## src/sv/lmps_pkg.sv

```systemverilog
// Shared constants, prefix tables and types for the line multi-pattern scanner.
package lmps_pkg;

   // Default chunk size in bytes (a chunk also ends at a newline)
   localparam int LMPS_CHUNK_BYTES = 1023;

   // Byte window: as long as the longest prefix
   localparam int WINDOW = 11;
   localparam int NUM_PREFIXES = 21;

   localparam int LINE_W = 24;
   localparam int TOTAL_W = 32;
   localparam int RSP_DATA_W = 64;

   localparam logic [LINE_W-1:0] LINE_MAX = '1;
   localparam logic [TOTAL_W-1:0] TOTAL_MAX = '1;

   localparam logic [7:0] BYTE_NUL = 8'h00;
   localparam logic [7:0] BYTE_NEWLINE = 8'h0A;

   // Input kind codes carried on tuser
   localparam logic KIND_TEXT = 1'b0;
   localparam logic KIND_EOF = 1'b1;

   // Prefix lengths in bytes
   localparam logic [3:0] PREFIX_LEN [NUM_PREFIXES] = '{
      4'd3, 4'd7, 4'd4, 4'd4, 4'd5, 4'd4, 4'd11, 4'd4, 4'd4, 4'd4, 4'd6,
      4'd4, 4'd5, 4'd6, 4'd5, 4'd5, 4'd3, 4'd8, 4'd8, 4'd8, 4'd8
   };

   // Prefix text, first character first, padded with zeros
   localparam logic [7:0] PREFIX_TEXT [NUM_PREFIXES][WINDOW] = '{
      '{8'h73, 8'h6B, 8'h2D, 8'h00, 8'h00, 8'h00, 8'h00, 8'h00, 8'h00, 8'h00, 8'h00},
      '{8'h73, 8'h6B, 8'h2D, 8'h61, 8'h6E, 8'h74, 8'h2D, 8'h00, 8'h00, 8'h00, 8'h00},
      '{8'h41, 8'h49, 8'h7A, 8'h61, 8'h00, 8'h00, 8'h00, 8'h00, 8'h00, 8'h00, 8'h00},
      '{8'h67, 8'h73, 8'h6B, 8'h5F, 8'h00, 8'h00, 8'h00, 8'h00, 8'h00, 8'h00, 8'h00},
      '{8'h70, 8'h70, 8'h6C, 8'h78, 8'h2D, 8'h00, 8'h00, 8'h00, 8'h00, 8'h00, 8'h00},
      '{8'h67, 8'h68, 8'h70, 8'h5F, 8'h00, 8'h00, 8'h00, 8'h00, 8'h00, 8'h00, 8'h00},
      '{8'h67, 8'h69, 8'h74, 8'h68, 8'h75, 8'h62, 8'h5F, 8'h70, 8'h61, 8'h74, 8'h5F},
      '{8'h67, 8'h68, 8'h6F, 8'h5F, 8'h00, 8'h00, 8'h00, 8'h00, 8'h00, 8'h00, 8'h00},
      '{8'h67, 8'h68, 8'h73, 8'h5F, 8'h00, 8'h00, 8'h00, 8'h00, 8'h00, 8'h00, 8'h00},
      '{8'h67, 8'h68, 8'h75, 8'h5F, 8'h00, 8'h00, 8'h00, 8'h00, 8'h00, 8'h00, 8'h00},
      '{8'h67, 8'h6C, 8'h70, 8'h61, 8'h74, 8'h2D, 8'h00, 8'h00, 8'h00, 8'h00, 8'h00},
      '{8'h41, 8'h4B, 8'h49, 8'h41, 8'h00, 8'h00, 8'h00, 8'h00, 8'h00, 8'h00, 8'h00},
      '{8'h79, 8'h61, 8'h32, 8'h39, 8'h61, 8'h00, 8'h00, 8'h00, 8'h00, 8'h00, 8'h00},
      '{8'h61, 8'h7A, 8'h75, 8'h72, 8'h65, 8'h5F, 8'h00, 8'h00, 8'h00, 8'h00, 8'h00},
      '{8'h78, 8'h6F, 8'h78, 8'h62, 8'h2D, 8'h00, 8'h00, 8'h00, 8'h00, 8'h00, 8'h00},
      '{8'h78, 8'h6F, 8'h78, 8'h70, 8'h2D, 8'h00, 8'h00, 8'h00, 8'h00, 8'h00, 8'h00},
      '{8'h53, 8'h47, 8'h2E, 8'h00, 8'h00, 8'h00, 8'h00, 8'h00, 8'h00, 8'h00, 8'h00},
      '{8'h73, 8'h6B, 8'h5F, 8'h6C, 8'h69, 8'h76, 8'h65, 8'h5F, 8'h00, 8'h00, 8'h00},
      '{8'h70, 8'h6B, 8'h5F, 8'h6C, 8'h69, 8'h76, 8'h65, 8'h5F, 8'h00, 8'h00, 8'h00},
      '{8'h73, 8'h6B, 8'h5F, 8'h74, 8'h65, 8'h73, 8'h74, 8'h5F, 8'h00, 8'h00, 8'h00},
      '{8'h70, 8'h6B, 8'h5F, 8'h74, 8'h65, 8'h73, 8'h74, 8'h5F, 8'h00, 8'h00, 8'h00}
   };

   // Window control from the chunk logic to the cell row
   typedef struct packed {
      logic shift;
      logic clear;
   } lmps_win_ctrl_type;

   // True when window position pos (0 = newest) takes part in prefix p
   function automatic logic pattern_care(input int p, input int pos);
      pattern_care = (pos < int'(PREFIX_LEN[p]));
   endfunction

   // Byte that prefix p expects at window position pos (0 = newest)
   function automatic logic [7:0] pattern_byte(input int p, input int pos);
      logic [7:0] result;
      result = 8'h00;
      if (pos < int'(PREFIX_LEN[p])) begin
         result = PREFIX_TEXT[p][int'(PREFIX_LEN[p]) - 1 - pos];
      end
      return result;
   endfunction

endpackage

```

## src/sv/lmps_cell.sv

```systemverilog
// One window cell: holds one byte and compares the byte it is about to take.
module lmps_cell #(
   parameter int POS = 0
) (
   input  logic                        clock,
   input  logic                        reset,
   input  lmps_pkg::lmps_win_ctrl_type ctrl,
   input  logic [7:0]                  shift_byte,
   output logic [7:0]                  held_byte,
   output logic [lmps_pkg::NUM_PREFIXES-1:0] cmp_ok
);
   import lmps_pkg::*;

   logic [7:0] byte_ff;
   logic [7:0] byte_in;

   // Per-prefix compare of the incoming byte at this position
   always_comb begin
      for (int p = 0; p < NUM_PREFIXES; p++) begin
         cmp_ok[p] = !pattern_care(p, POS) || (shift_byte == pattern_byte(p, POS));
      end
   end

   // Clear at chunk start, otherwise take the neighbor's byte on shift
   always_comb begin
      byte_in = byte_ff;
      if (ctrl.clear) begin
         byte_in = BYTE_NUL;
      end else if (ctrl.shift) begin
         byte_in = shift_byte;
      end
   end

   always_ff @(posedge clock) begin
      if (reset) begin
         byte_ff <= BYTE_NUL;
      end else begin
         byte_ff <= byte_in;
      end
   end

   assign held_byte = byte_ff;

endmodule

```

## src/sv/lmps_window.sv

```systemverilog
// Row of window cells and the prefix hit reduction over them.
module lmps_window (
   input  logic                        clock,
   input  logic                        reset,
   input  lmps_pkg::lmps_win_ctrl_type ctrl,
   input  logic [7:0]                  new_byte,
   output logic                        hit
);
   import lmps_pkg::*;

   logic [7:0]              shift_bytes [WINDOW];
   logic [7:0]              held_bytes [WINDOW-1];
   logic [NUM_PREFIXES-1:0] cmp_ok [WINDOW];
   logic [NUM_PREFIXES-1:0] prefix_hit;

   // Newest byte enters cell zero; each cell feeds the next
   assign shift_bytes[0] = new_byte;

   for (genvar k = 0; k < WINDOW; k++) begin : g_cell
      if (k > 0) begin : g_link
         assign shift_bytes[k] = held_bytes[k-1];
      end
      if (k < WINDOW - 1) begin : g_mid
         lmps_cell #(.POS(k)) u_cell (
            .clock      (clock),
            .reset      (reset),
            .ctrl       (ctrl),
            .shift_byte (shift_bytes[k]),
            .held_byte  (held_bytes[k]),
            .cmp_ok     (cmp_ok[k])
         );
      end else begin : g_last
         lmps_cell #(.POS(k)) u_cell (
            .clock      (clock),
            .reset      (reset),
            .ctrl       (ctrl),
            .shift_byte (shift_bytes[k]),
            .held_byte  (),
            .cmp_ok     (cmp_ok[k])
         );
      end
   end

   // A prefix hits when every cell agrees on it
   always_comb begin
      prefix_hit = '1;
      for (int k = 0; k < WINDOW; k++) begin
         prefix_hit = prefix_hit & cmp_ok[k];
      end
   end

   assign hit = |prefix_hit;

endmodule

```

## src/sv/line_multi_pattern_scanner.sv

```systemverilog
// Top level: chunk tracking, counters and result register of the prefix scanner.
//
// Takes one item per clock: a text byte (tuser = 0) or an end-of-file mark
// (tuser = 1). Text is cut into chunks that end after a newline or after
// CHUNK_BYTES bytes; a chunk that contains one of the fixed token prefixes
// before its first NUL byte is flagged. Each chunk end gives one result item
// in the cycle after the byte that closed it: the chunk's line number in the
// current file, the match flag and the saturating total of matched chunks.
// An end-of-file mark flushes a partial chunk and restarts line numbering;
// on an empty chunk it gives no result. The prefix compare runs over an
// 11-cell byte window in the same cycle the byte arrives, so the block
// sustains one item per cycle; req_tready drops only while the result
// register holds an item that the downstream side has not taken.
module line_multi_pattern_scanner #(
   parameter int CHUNK_BYTES = lmps_pkg::LMPS_CHUNK_BYTES
) (
   input  logic                              clock,
   input  logic                              reset,
   input  logic                              req_tvalid,
   output logic                              req_tready,
   input  logic [7:0]                        req_tdata,  // [7:0] text_byte
   input  logic [0:0]                        req_tuser,  // [0] kind
   output logic                              rsp_tvalid,
   input  logic                              rsp_tready,
   // [23:0] line_number, [24] matched, [56:25] leak_total, [63:57] zero
   output logic [lmps_pkg::RSP_DATA_W-1:0]   rsp_tdata
);
   import lmps_pkg::*;

   localparam int LEN_W = $clog2(CHUNK_BYTES + 1);
   localparam logic [LEN_W-1:0] LAST_LEN = LEN_W'(CHUNK_BYTES - 1);

   logic [LEN_W-1:0]   len_ff, len_in;
   logic [LINE_W-1:0]  line_ff, line_in;
   logic               matched_ff, matched_in;
   logic               nul_ff, nul_in;
   logic [TOTAL_W-1:0] total_ff, total_in;
   logic               rsp_valid_ff, rsp_valid_in;
   logic [RSP_DATA_W-1:0] rsp_data_ff, rsp_data_in;

   logic              req_accept;
   logic              is_eof;
   logic [7:0]        text_byte;
   logic              nul_now;
   logic              chunk_hit;
   logic              chunk_end;
   logic              emit;
   logic              emit_matched;
   logic [TOTAL_W-1:0] emit_total;
   lmps_win_ctrl_type win_ctrl;
   logic              win_hit;

   assign req_tready = !rsp_valid_ff || rsp_tready;
   assign req_accept = req_tvalid && req_tready;
   assign is_eof     = (req_tuser[0] == KIND_EOF);
   assign text_byte  = req_tdata;

   // Byte classification for the current item
   assign nul_now   = nul_ff || (text_byte == BYTE_NUL);
   assign chunk_hit = matched_ff || (!nul_now && win_hit);
   assign chunk_end = (text_byte == BYTE_NEWLINE) || (len_ff == LAST_LEN);

   // Result emission and the matched flag that goes with it
   always_comb begin
      emit = 1'b0;
      emit_matched = matched_ff;
      if (req_accept) begin
         if (is_eof) begin
            emit = (len_ff != '0);
         end else begin
            emit = chunk_end;
            emit_matched = chunk_hit;
         end
      end
   end

   assign emit_total = (emit_matched && total_ff != TOTAL_MAX) ? total_ff + 1'b1 : total_ff;

   // Window control: shift compared bytes, clear at every chunk boundary
   always_comb begin
      win_ctrl.shift = req_accept && !is_eof && !nul_now;
      win_ctrl.clear = req_accept && (is_eof || chunk_end);
   end

   lmps_window u_window (
      .clock    (clock),
      .reset    (reset),
      .ctrl     (win_ctrl),
      .new_byte (text_byte),
      .hit      (win_hit)
   );

   // Chunk state and counters
   always_comb begin
      len_in     = len_ff;
      line_in    = line_ff;
      matched_in = matched_ff;
      nul_in     = nul_ff;
      total_in   = total_ff;
      if (emit) begin
         total_in = emit_total;
      end
      if (req_accept) begin
         if (is_eof) begin
            len_in     = '0;
            line_in    = LINE_W'(1);
            matched_in = 1'b0;
            nul_in     = 1'b0;
         end else if (chunk_end) begin
            len_in     = '0;
            line_in    = (line_ff != LINE_MAX) ? line_ff + 1'b1 : line_ff;
            matched_in = 1'b0;
            nul_in     = 1'b0;
         end else begin
            len_in     = len_ff + 1'b1;
            matched_in = chunk_hit;
            nul_in     = nul_now;
         end
      end
   end

   // Result register
   always_comb begin
      rsp_valid_in = rsp_valid_ff && !rsp_tready;
      rsp_data_in  = rsp_data_ff;
      if (emit) begin
         rsp_valid_in = 1'b1;
         rsp_data_in  = {{(RSP_DATA_W - LINE_W - 1 - TOTAL_W){1'b0}},
                         emit_total, emit_matched, line_ff};
      end
   end

   always_ff @(posedge clock) begin
      if (reset) begin
         len_ff       <= '0;
         line_ff      <= LINE_W'(1);
         matched_ff   <= 1'b0;
         nul_ff       <= 1'b0;
         total_ff     <= '0;
         rsp_valid_ff <= 1'b0;
      end else begin
         len_ff       <= len_in;
         line_ff      <= line_in;
         matched_ff   <= matched_in;
         nul_ff       <= nul_in;
         total_ff     <= total_in;
         rsp_valid_ff <= rsp_valid_in;
      end
      rsp_data_ff <= rsp_data_in;
   end

   assign rsp_tvalid = rsp_valid_ff;
   assign rsp_tdata  = rsp_data_ff;

   // Chunk length never reaches the chunk size: the last byte closes it
   a_len_bound: assert property (@(posedge clock) disable iff (reset)
      len_ff < LEN_W'(CHUNK_BYTES))
      else $error("chunk length overran chunk size");

   // Leak total never goes down
   a_total_monotone: assert property (@(posedge clock) disable iff (reset)
      1'b1 |=> total_ff >= $past(total_ff))
      else $error("leak total decreased");

   // A new result only follows an accepted item
   a_rsp_cause: assert property (@(posedge clock) disable iff (reset)
      $rose(rsp_valid_ff) |-> $past(req_accept))
      else $error("result appeared without an accepted item");

   // Line numbers start at one
   a_line_nonzero: assert property (@(posedge clock) disable iff (reset)
      line_ff != '0)
      else $error("line counter is zero");

endmodule
```

## config.mk

```make
export PLATFORM = sky130hd
export DESIGN_NAME = line_multi_pattern_scanner
export DESIGN_NICKNAME = d
export VERILOG_FILES = /design/src/sv/lmps_pkg.sv /design/src/sv/lmps_cell.sv /design/src/sv/lmps_window.sv /design/src/sv/line_multi_pattern_scanner.sv
export SDC_FILE = /design/constraint.sdc
export NUM_CORES = 1
export LEC_CHECK = 0
export ABC_AREA = 1
export ABC_CLOCK_PERIOD_IN_PS = 3200
export BUFFER_PORTS_ARGS = -buffer_cell sky130_fd_sc_hd__buf_2
export CAP_MARGIN = 20
export CORE_MARGIN = 5
export CORE_UTILIZATION = 61
export DETAILED_ROUTE_END_ITERATION = 8
export MAX_ROUTING_LAYER = met4
export PLACE_DENSITY = 0.86
export SLEW_MARGIN = 25
export SYNTH_ARGS = -nofsm -noshare
export SYNTH_HDL_FRONTEND = slang
export SYNTH_SLANG_ARGS = --single-unit
```

## constraint.sdc

```tcl
create_clock -name clock -period 3.2 [get_ports clock]
set_input_delay 0.64 -clock clock [delete_from_list [all_inputs] [get_ports clock]]
set_output_delay 0.64 -clock clock [all_outputs]
set_load 0.01 [all_outputs]
```

=== Word-level counts from Yosys, hierarchy flattened ===
Index checks and enable logic that the tools add are counted.

* $add $sub $neg: 3
* Equality and inequality tests: 64
* Muxes and demuxes: 15
* Bitwise operators: 10
* Reductions and logical operators: 23

{| class="wikitable"
|+ Operators with widths
! kind !! number
|-
| == test 8 x 7 -> 1 bit (second input constant) || 55
|-
| bitwise AND 21 bit || 10
|-
| 2-to-1 mux 24 bit || 3
|-
| == test 8 x 6 -> 1 bit (second input constant) || 5
|-
| adder 32 x 1 -> 32 bit (second input constant) || 1
|-
| 2-to-1 mux 32 bit || 1
|-
| != test 32 bit (second input constant) || 1
|-
| adder 24 x 1 -> 24 bit (second input constant) || 1
|-
| != test 24 bit (second input constant) || 1
|-
| OR reduction 21 bit || 1
|-
| 2-to-1 mux 10 bit || 2
|-
| adder 10 x 1 -> 10 bit (second input constant) || 1
|-
| == test 10 bit (second input constant) || 1
|-
| nonzero test 10 bit || 1
|-
| 2-to-1 mux 1 bit || 9
|-
| == test 8 x 4 -> 1 bit (second input constant) || 1
|-
| zero test 8 bit || 1
|-
| logical AND 1 bit || 7
|-
| logical OR 1 bit || 5
|-
| zero test 1 bit || 4
|-
| nonzero test 2 bit || 2
|-
| AND reduction 3 bit || 1
|-
| OR reduction 2 bit || 1
|}

* Input bits: 13
* Output and inout port bits: 66
* Register bits: 206
* Logic and storage cells: 132

=== Longest topological paths before layout ===
* Depth in word-level cells: 18
* Gate-level depth with buffers: 19
* Depth with buffers taken out: 18

=== Modules after synthesis ===
Synthesis repeated with hierarchy kept, for this count alone.

* Cell total of the unflattened synthesis: 2058
* Area total of the unflattened synthesis: 13456.7 um^2

{| class="wikitable"
|+ By module, submodules not included
! module !! cells each !! seq. area each (um^2) !! instances !! area an instance (um^2)
|-
| line_multi_pattern_scanner || 948 || 3093.0 || 1 || 6756.5
|-
| lmps_cell (u_window.g_cell[10].g_last.u_cell ...) || 81 || 160.2 || 2 || 545.5
|-
| lmps_window || 195 || 0.0 || 1 || 817.0
|-
| lmps_cell (u_window.g_cell[4].g_mid.u_cell) || 90 || 160.2 || 1 || 560.5
|-
| lmps_cell (u_window.g_cell[7].g_mid.u_cell) || 87 || 160.2 || 1 || 560.5
|-
| lmps_cell (u_window.g_cell[2].g_mid.u_cell) || 94 || 160.2 || 1 || 553.0
|-
| lmps_cell (u_window.g_cell[3].g_mid.u_cell) || 85 || 160.2 || 1 || 545.5
|-
| lmps_cell (u_window.g_cell[1].g_mid.u_cell) || 93 || 160.2 || 1 || 533.0
|-
| lmps_cell (u_window.g_cell[5].g_mid.u_cell) || 82 || 160.2 || 1 || 528.0
|-
| lmps_cell (u_window.g_cell[0].g_mid.u_cell) || 80 || 160.2 || 1 || 520.5
|-
| lmps_cell (u_window.g_cell[6].g_mid.u_cell) || 76 || 160.2 || 1 || 510.5
|-
| lmps_cell (u_window.g_cell[9].g_mid.u_cell) || 66 || 160.2 || 1 || 480.5
|}

=== Worst setup path before layout ===
No wires, ideal clock.

* Path type: input to register
* Start: input req_tdata[6]
* End: register rsp_data_ff[0] (netlist: rsp_tdata[0]) (enable)
* Data arrival time: 2271 ps
* Path slack: 537 ps
* Library setup time: 392 ps
* Stages: 8
* Required time: 2808 ps
* Path through: nor2_1 -> inv_1 -> nor3_2 -> a21oi_1 -> o21ai_1 -> nand2_1 -> nor2_2 -> buf_2

* Longest elaborated chain between the ends: 4

{| class="wikitable"
|+ RTL lines
! what !! RTL line !! RTL
|-
| from (decl) || line_multi_pattern_scanner.sv:21 || <nowiki>input logic [7:0] req_tdata,</nowiki>
|-
| == test 8 x 4 -> 1 bit || line_multi_pattern_scanner.sv:61 || <nowiki>assign chunk_end = (text_byte == BYTE_NEWLINE) || (len_ff == LAST_LEN);</nowiki>
|-
| logical OR 1 bit || line_multi_pattern_scanner.sv:61 ||
|-
| 2-to-1 mux 1 bit || line_multi_pattern_scanner.sv:68 || <nowiki>if (is_eof) begin</nowiki>
|-
| 2-to-1 mux 1 bit || line_multi_pattern_scanner.sv:67 || <nowiki>if (req_accept) begin</nowiki>
|-
| via emit || line_multi_pattern_scanner.sv:47 || <nowiki>logic emit;</nowiki>
|-
| to (signal assigned) || line_multi_pattern_scanner.sv:149 || <nowiki>rsp_data_ff <= rsp_data_in;</nowiki>
|-
| to (decl) || line_multi_pattern_scanner.sv:39 || <nowiki>logic [RSP_DATA_W-1:0] rsp_data_ff, rsp_data_in;</nowiki>
|}

The timed path passes the listed nets, and every way through them passes these cells.
A chain may end at the register's enable or synchronous reset.

=== Worst setup path in the final report ===
* Start: register u_window.g_cell[0].g_mid.u_cell.byte_ff[5]
* End: register rsp_data_ff[43] (netlist: rsp_tdata[43]) (data pin)

* Longest elaborated chain between the ends: 18
* Elaborated cells between the ends (all ways): 30
* Classes of those cells: 13 x eq/ne; 3 x mux; 10 x bitwise; 4 x reduce/logical

{| class="wikitable"
|+ RTL lines
! what !! RTL line !! RTL
|-
| from (decl) || lmps_cell.sv:14 || <nowiki>logic [7:0] byte_ff;</nowiki>
|-
| from (signal assigned) || lmps_cell.sv:38 || <nowiki>byte_ff <= byte_in;</nowiki>
|-
| == test 8 x 7 -> 1 bit / == test 8 x 6 -> 1 bit (equally long branches) || lmps_cell.sv:20 || <nowiki>cmp_ok[p] = !pattern_care(p, POS) || (shift_byte == pattern_byte(p, POS));</nowiki>
|-
| bitwise AND 21 bit * (10 in a row) || lmps_window.sv:48 || <nowiki>prefix_hit = prefix_hit & cmp_ok[k];</nowiki>
|-
| OR reduction 21 bit * || lmps_window.sv:52 || <nowiki>assign hit = |prefix_hit;</nowiki>
|-
| logical AND 1 bit * || line_multi_pattern_scanner.sv:60 || <nowiki>assign chunk_hit = matched_ff || (!nul_now && win_hit);</nowiki>
|-
| logical OR 1 bit * || line_multi_pattern_scanner.sv:60 ||
|-
| 2-to-1 mux 1 bit * || line_multi_pattern_scanner.sv:68 ||
|-
| 2-to-1 mux 1 bit * || line_multi_pattern_scanner.sv:67 ||
|-
| logical AND 1 bit * || line_multi_pattern_scanner.sv:77 || <nowiki>assign emit_total = (emit_matched && total_ff != TOTAL_MAX) ? total_ff + 1'b1 : total_ff;</nowiki>
|-
| 2-to-1 mux 32 bit * || line_multi_pattern_scanner.sv:77 ||
|-
| via emit_total[18] || line_multi_pattern_scanner.sv:49 || <nowiki>logic [TOTAL_W-1:0] emit_total;</nowiki>
|}

The timed path passes the listed nets; every way through them passes the cells marked *.

==> results list <==
* Number of antenna repair diodes: 0
- The core region is 0.0172 mm2.
* Dominant cell type by count on the critical path: sky130_fd_sc_hd__nand2_1
- The path class of the tightest hold or removal check is primary input to register.
- Worst hold path startpoint: rsp_tready
- # Post-CTS Setup Buffers: 0
- Slowest stage delay, CP: 410 ps
- In the synthesized netlist the dominant register cell turns out to be sky130_fd_sc_hd__dfxtp_1.
- During synthesis, Yosys emitted a total of 0 warnings.
* Syn Area/Cell: ~7.2 um2
* Number of nets in the finished design: about 1500
- Of the total power, the clock network draws 45.3%.
- In the routed design, unresolved DRC markers number 0.
- The die is 142 um wide.
* Most area-consuming cells after synthesis: sky130_fd_sc_hd__dfxtp_1 (28%), sky130_fd_sc_hd__edfxtp_1 (16%), sky130_fd_sc_hd__nand2_1 (12%)
- Clock-pin slew was measured on the worst setup and hold paths at 60 ps.
- Clock skew on the completed layout was measured at 7.50 ps.
* Logic depth of the worst register-to-register path: 12
- Fraction of the cycle the final worst path needs: 78.1%
- Global-route wire length before repair: 41400 um
- In this run the number of H-tree levels came out at 1.
- End point of the worst hold path: rsp_tvalid
* Fraction of registers with async set/reset: 0%
* Clock buffers created by TritonCTS: 22
* Clk sink count: 206
* Worst relative slew slack: 55.8%
- RePlAce Congestion: a little under 1
- The clock passes through at most 3 buffers.
- Number of hold-repair buffers added at the cts stage: 0
- Remaining number of nets flagged by the antenna check after routing: 0
- Hold path cells: 4
* Grt total ovfl: 0
* R2R Setup Slk: 700 ps
* Max Transition Viols Final: 0
* Cell type with the highest aggregate area in the netlist: sky130_fd_sc_hd__dfxtp_1
* Post-CTS sizing: 0
- Count of flip-flops with a built-in enable after synthesis: 57
- The critical path in this run is classified as register to register.
* Maximum vdd drop: 407 uV
- Via count of the first global-routing pass: 8945
- Endpoint kind of the worst setup timing path: register
- Of the post-synthesis cell area, the dominant cell type holds 28.2%.
- The initial antenna violation count is 0.
- Die area: 0.0201 mm2
* Result of the run: finished clean
* Hold Fails Final Rpt: 0
* Flip-flop and latch count after synthesis: between 200 and 250
- Critical path startpoint category: register
* Pin count of the biggest net entering global routing: 161
- Standard cell with the maximum stage delay on the critical path: sky130_fd_sc_hd__dfxtp_1
- Internal power: between 4 and 5 mW
- For the pin with the worst max-slew slack, the measured transition is 663 ps.
- Share of total power in sequential cells: ~47%
- Library cells used by synthesis: 38
* Most frequent cell after synthesis: sky130_fd_sc_hd__nand2_1
- In the routed layout, each cell is associated on average with a via count of approximately 5.4.
* Fraction of the yosys area taken by sequential cells: 44.4%
* Critical path cell sequence: nand2_1, nor2_2, nand2_1, nor2_1, and2_1, nand3_1, nand3_1, o21bai_2, nand2_4, nand2_4, nand2_1, nand2_1
* TritonCTS clock tree: built
- Skew-Pair Late Insertion Delay: 500 ps
- For this run, the total global-route usage over all layers was measured as 25.1%.
- The filler cells instantiated in the layout total 1420.
- Critical path arrival: approximately 2800 ps
- In this run switching power makes up 23.5% of total power.
- In this run the static leakage power is a little under 5 nW.
* Per-cell routed wire length: 14.2 um
- Reg-to-reg critical path endpoint: rsp_tdata[43]
- In this run the critical register-to-register path is launched from u_window.g_cell[0].g_mid.u_cell.held_byte[5].
- Total routed wirelength: 24800 um
* Switching power: 1.45 mW
- Power per Cell Area: 520 mW/mm2
* Total standard cell area after synthesis: between 0.01 and 0.015 mm2
* Drt first-iter violations: 762
- Setup repair after global routing left no endpoint under its margin.
- Compared with the post-synthesis result, the final layout area differs by 12.1%.
- Number of I/O pins: 79
* Endpoint required time on the critical path: 3460 ps
- Critical Path Fanout Max: 32
- Fraction of layout cells with a size suffix above 1: 8.79%
* Die Y: roughly 140 um
- Starting density of the core: 61.5%
* Number of buffers inserted by port buffering: 71
- Detail Placement HPWL: about 17000 um
* Final setup violating endpoints: 0
* Routed vias: 9440
- After routing, the total negative slack on setup checks comes to 0 ps.
* Number of instances in the synthesized netlist: 1460
- Max-cap violations in this run came to 0.
- By count the netlist is led by sky130_fd_sc_hd__nand2_1 (335), sky130_fd_sc_hd__nor2_1 (243), sky130_fd_sc_hd__inv_1 (188).
- Worst-case hold slack: 443 ps
* Maximum achievable frequency: 0.400 GHz
- Fin crit period: 2500 ps
- In this run the clock root is driven by a sky130_fd_sc_hd__clkbuf_16.
- First-pass detailed-route iteration total: 5
- The floorplan has 48 rows.
* Proportion of power drawn by combinational gates: 8.0%
-- layout make-up --
| class | count | area, um2 | area share (%) |
|---|---|---|---|
| well taps | 225 | 282 | 2.37 |
| inverters | 191 | 717 | 6.05 |
| clock buffers | 29 | 618 | 5.21 |
| multi-input cells | 1007 | 4870 | 41.1 |
| repair buffers | 81 | 480 | 4.05 |
| clock inverters | 11 | 188 | 1.58 |
| flip-flops and latches | 206 | 4690 | 39.6 |
-- through the flow --
| stage | std cells | setup WS, ps | cell area [um2] | power, mW | util, % |
|---|---|---|---|---|---|
| 6_report | 1750 | 701 | 11900 | 6.17 | 69.0 |
| 3_3_place_gp | 1710 | 301 | 11000 | 3.41 | 64.3 |
| 3_5_place_dp | 1710 | 250 | 11000 | 3.42 | 64.3 |
| 4_1_cts | 1750 | 714 | 11900 | 6.20 | 69.0 |
| 5_1_grt | 1750 | 384 | 11900 | 6.39 | 69.0 |
| 2_1_floorplan | 1466 | 537 | 10600 | 3.28 | - |
-- state kept, by name, summed over array words and instances (netlist names) --
name                                    flops
line_ff                                    24
matched_ff                                  1
nul_ff                                      1
len_ff                                     10
total_ff                                   32
rsp_tvalid                                  1
u_window.g_cell.g_mid.u_cell.held_byte     80
rsp_tdata                                  57
-- how the worst max path moves through the flow --
stage                                                       startpoint             to  slack, ps
final                     u_window.g_cell[0].g_mid.u_cell.held_byte[5]  rsp_tdata[43]        700
after global placement                                    req_tdata[6]    line_ff[18]        300
after detailed placement                                  req_tdata[6]    line_ff[18]        250
after global routing      u_window.g_cell[1].g_mid.u_cell.held_byte[7]   total_ff[30]        380
after floorplan                                           req_tdata[6]   rsp_tdata[0]        540
after CTS                 u_window.g_cell[0].g_mid.u_cell.held_byte[5]  rsp_tdata[55]        710
-- critical path: cells and delay by family (launching register included) --
| kind | cells | cell delay (ps) |
|---|---|---|
| flip-flops | 1 | 410 |
| AO/OA/AOI/OAI | 1 | 100 |
| AND/OR/NAND/NOR | 11 | 1720 |
-- layer usage --
layer | vias up | track usage, % | wire length, um
li1 | 4814 | - | -
met1 | 4276 | 33.5 | 11100
met2 | 300 | 40.3 | 11600
met3 | 50 | 3.27 | 1490
met4 | 0 | 7.93 | 597
met5 | - | - | 0
-- power by group through the flow --
stage / registers [mW] / clock network (mW) / logic [mW]
2_1_floorplan: 2.93 / 0 / 0.359
3_3_place_gp: 2.93 / 0 / 0.474
3_5_place_dp: 2.93 / 0 / 0.490
4_1_cts: 2.88 / 2.83 / 0.494
5_1_grt: 2.89 / 2.94 / 0.561
6_report: 2.88 / 2.79 / 0.494
-- logic make-up after synthesis --
kind of cell | Yosys count | synth area share, %
fa+ha+maj | 5 | 0.592
simple gates | 800 | 32.1
xor+xnor | 44 | 3.65
other cells | 1 | 0.0355
compound gates | 151 | 9.47
flops | 206 | 44.4
buf+inv | 253 | 9.75
-- layout by cell type (no fill, tap or decap), drive strengths merged --
| cell type | count |
|---|---|
| a211oi | 62 |
| a21boi | 1 |
| a21oi | 49 |
| a31oi | 1 |
| and2 | 1 |
| and3 | 1 |
| buf | 81 |
| bufinv | 5 |
| clkbuf | 29 |
| clkinv | 3 |
| clkinvlp | 3 |
| conb | 7 |
| dfxtp | 149 |
| edfxtp | 57 |
| ha | 5 |
| inv | 191 |
| nand2 | 337 |
| nand3 | 112 |
| nand3b | 4 |
| nand4 | 27 |
| nor2 | 245 |
| nor3 | 50 |
| nor3b | 5 |
| nor4 | 13 |
| o2111ai | 1 |
| o21a | 29 |
| o21ai | 7 |
| o21bai | 1 |
| or2 | 5 |
| xnor2 | 6 |
| xor2 | 38 |
(Power assumes the default switching activity.)
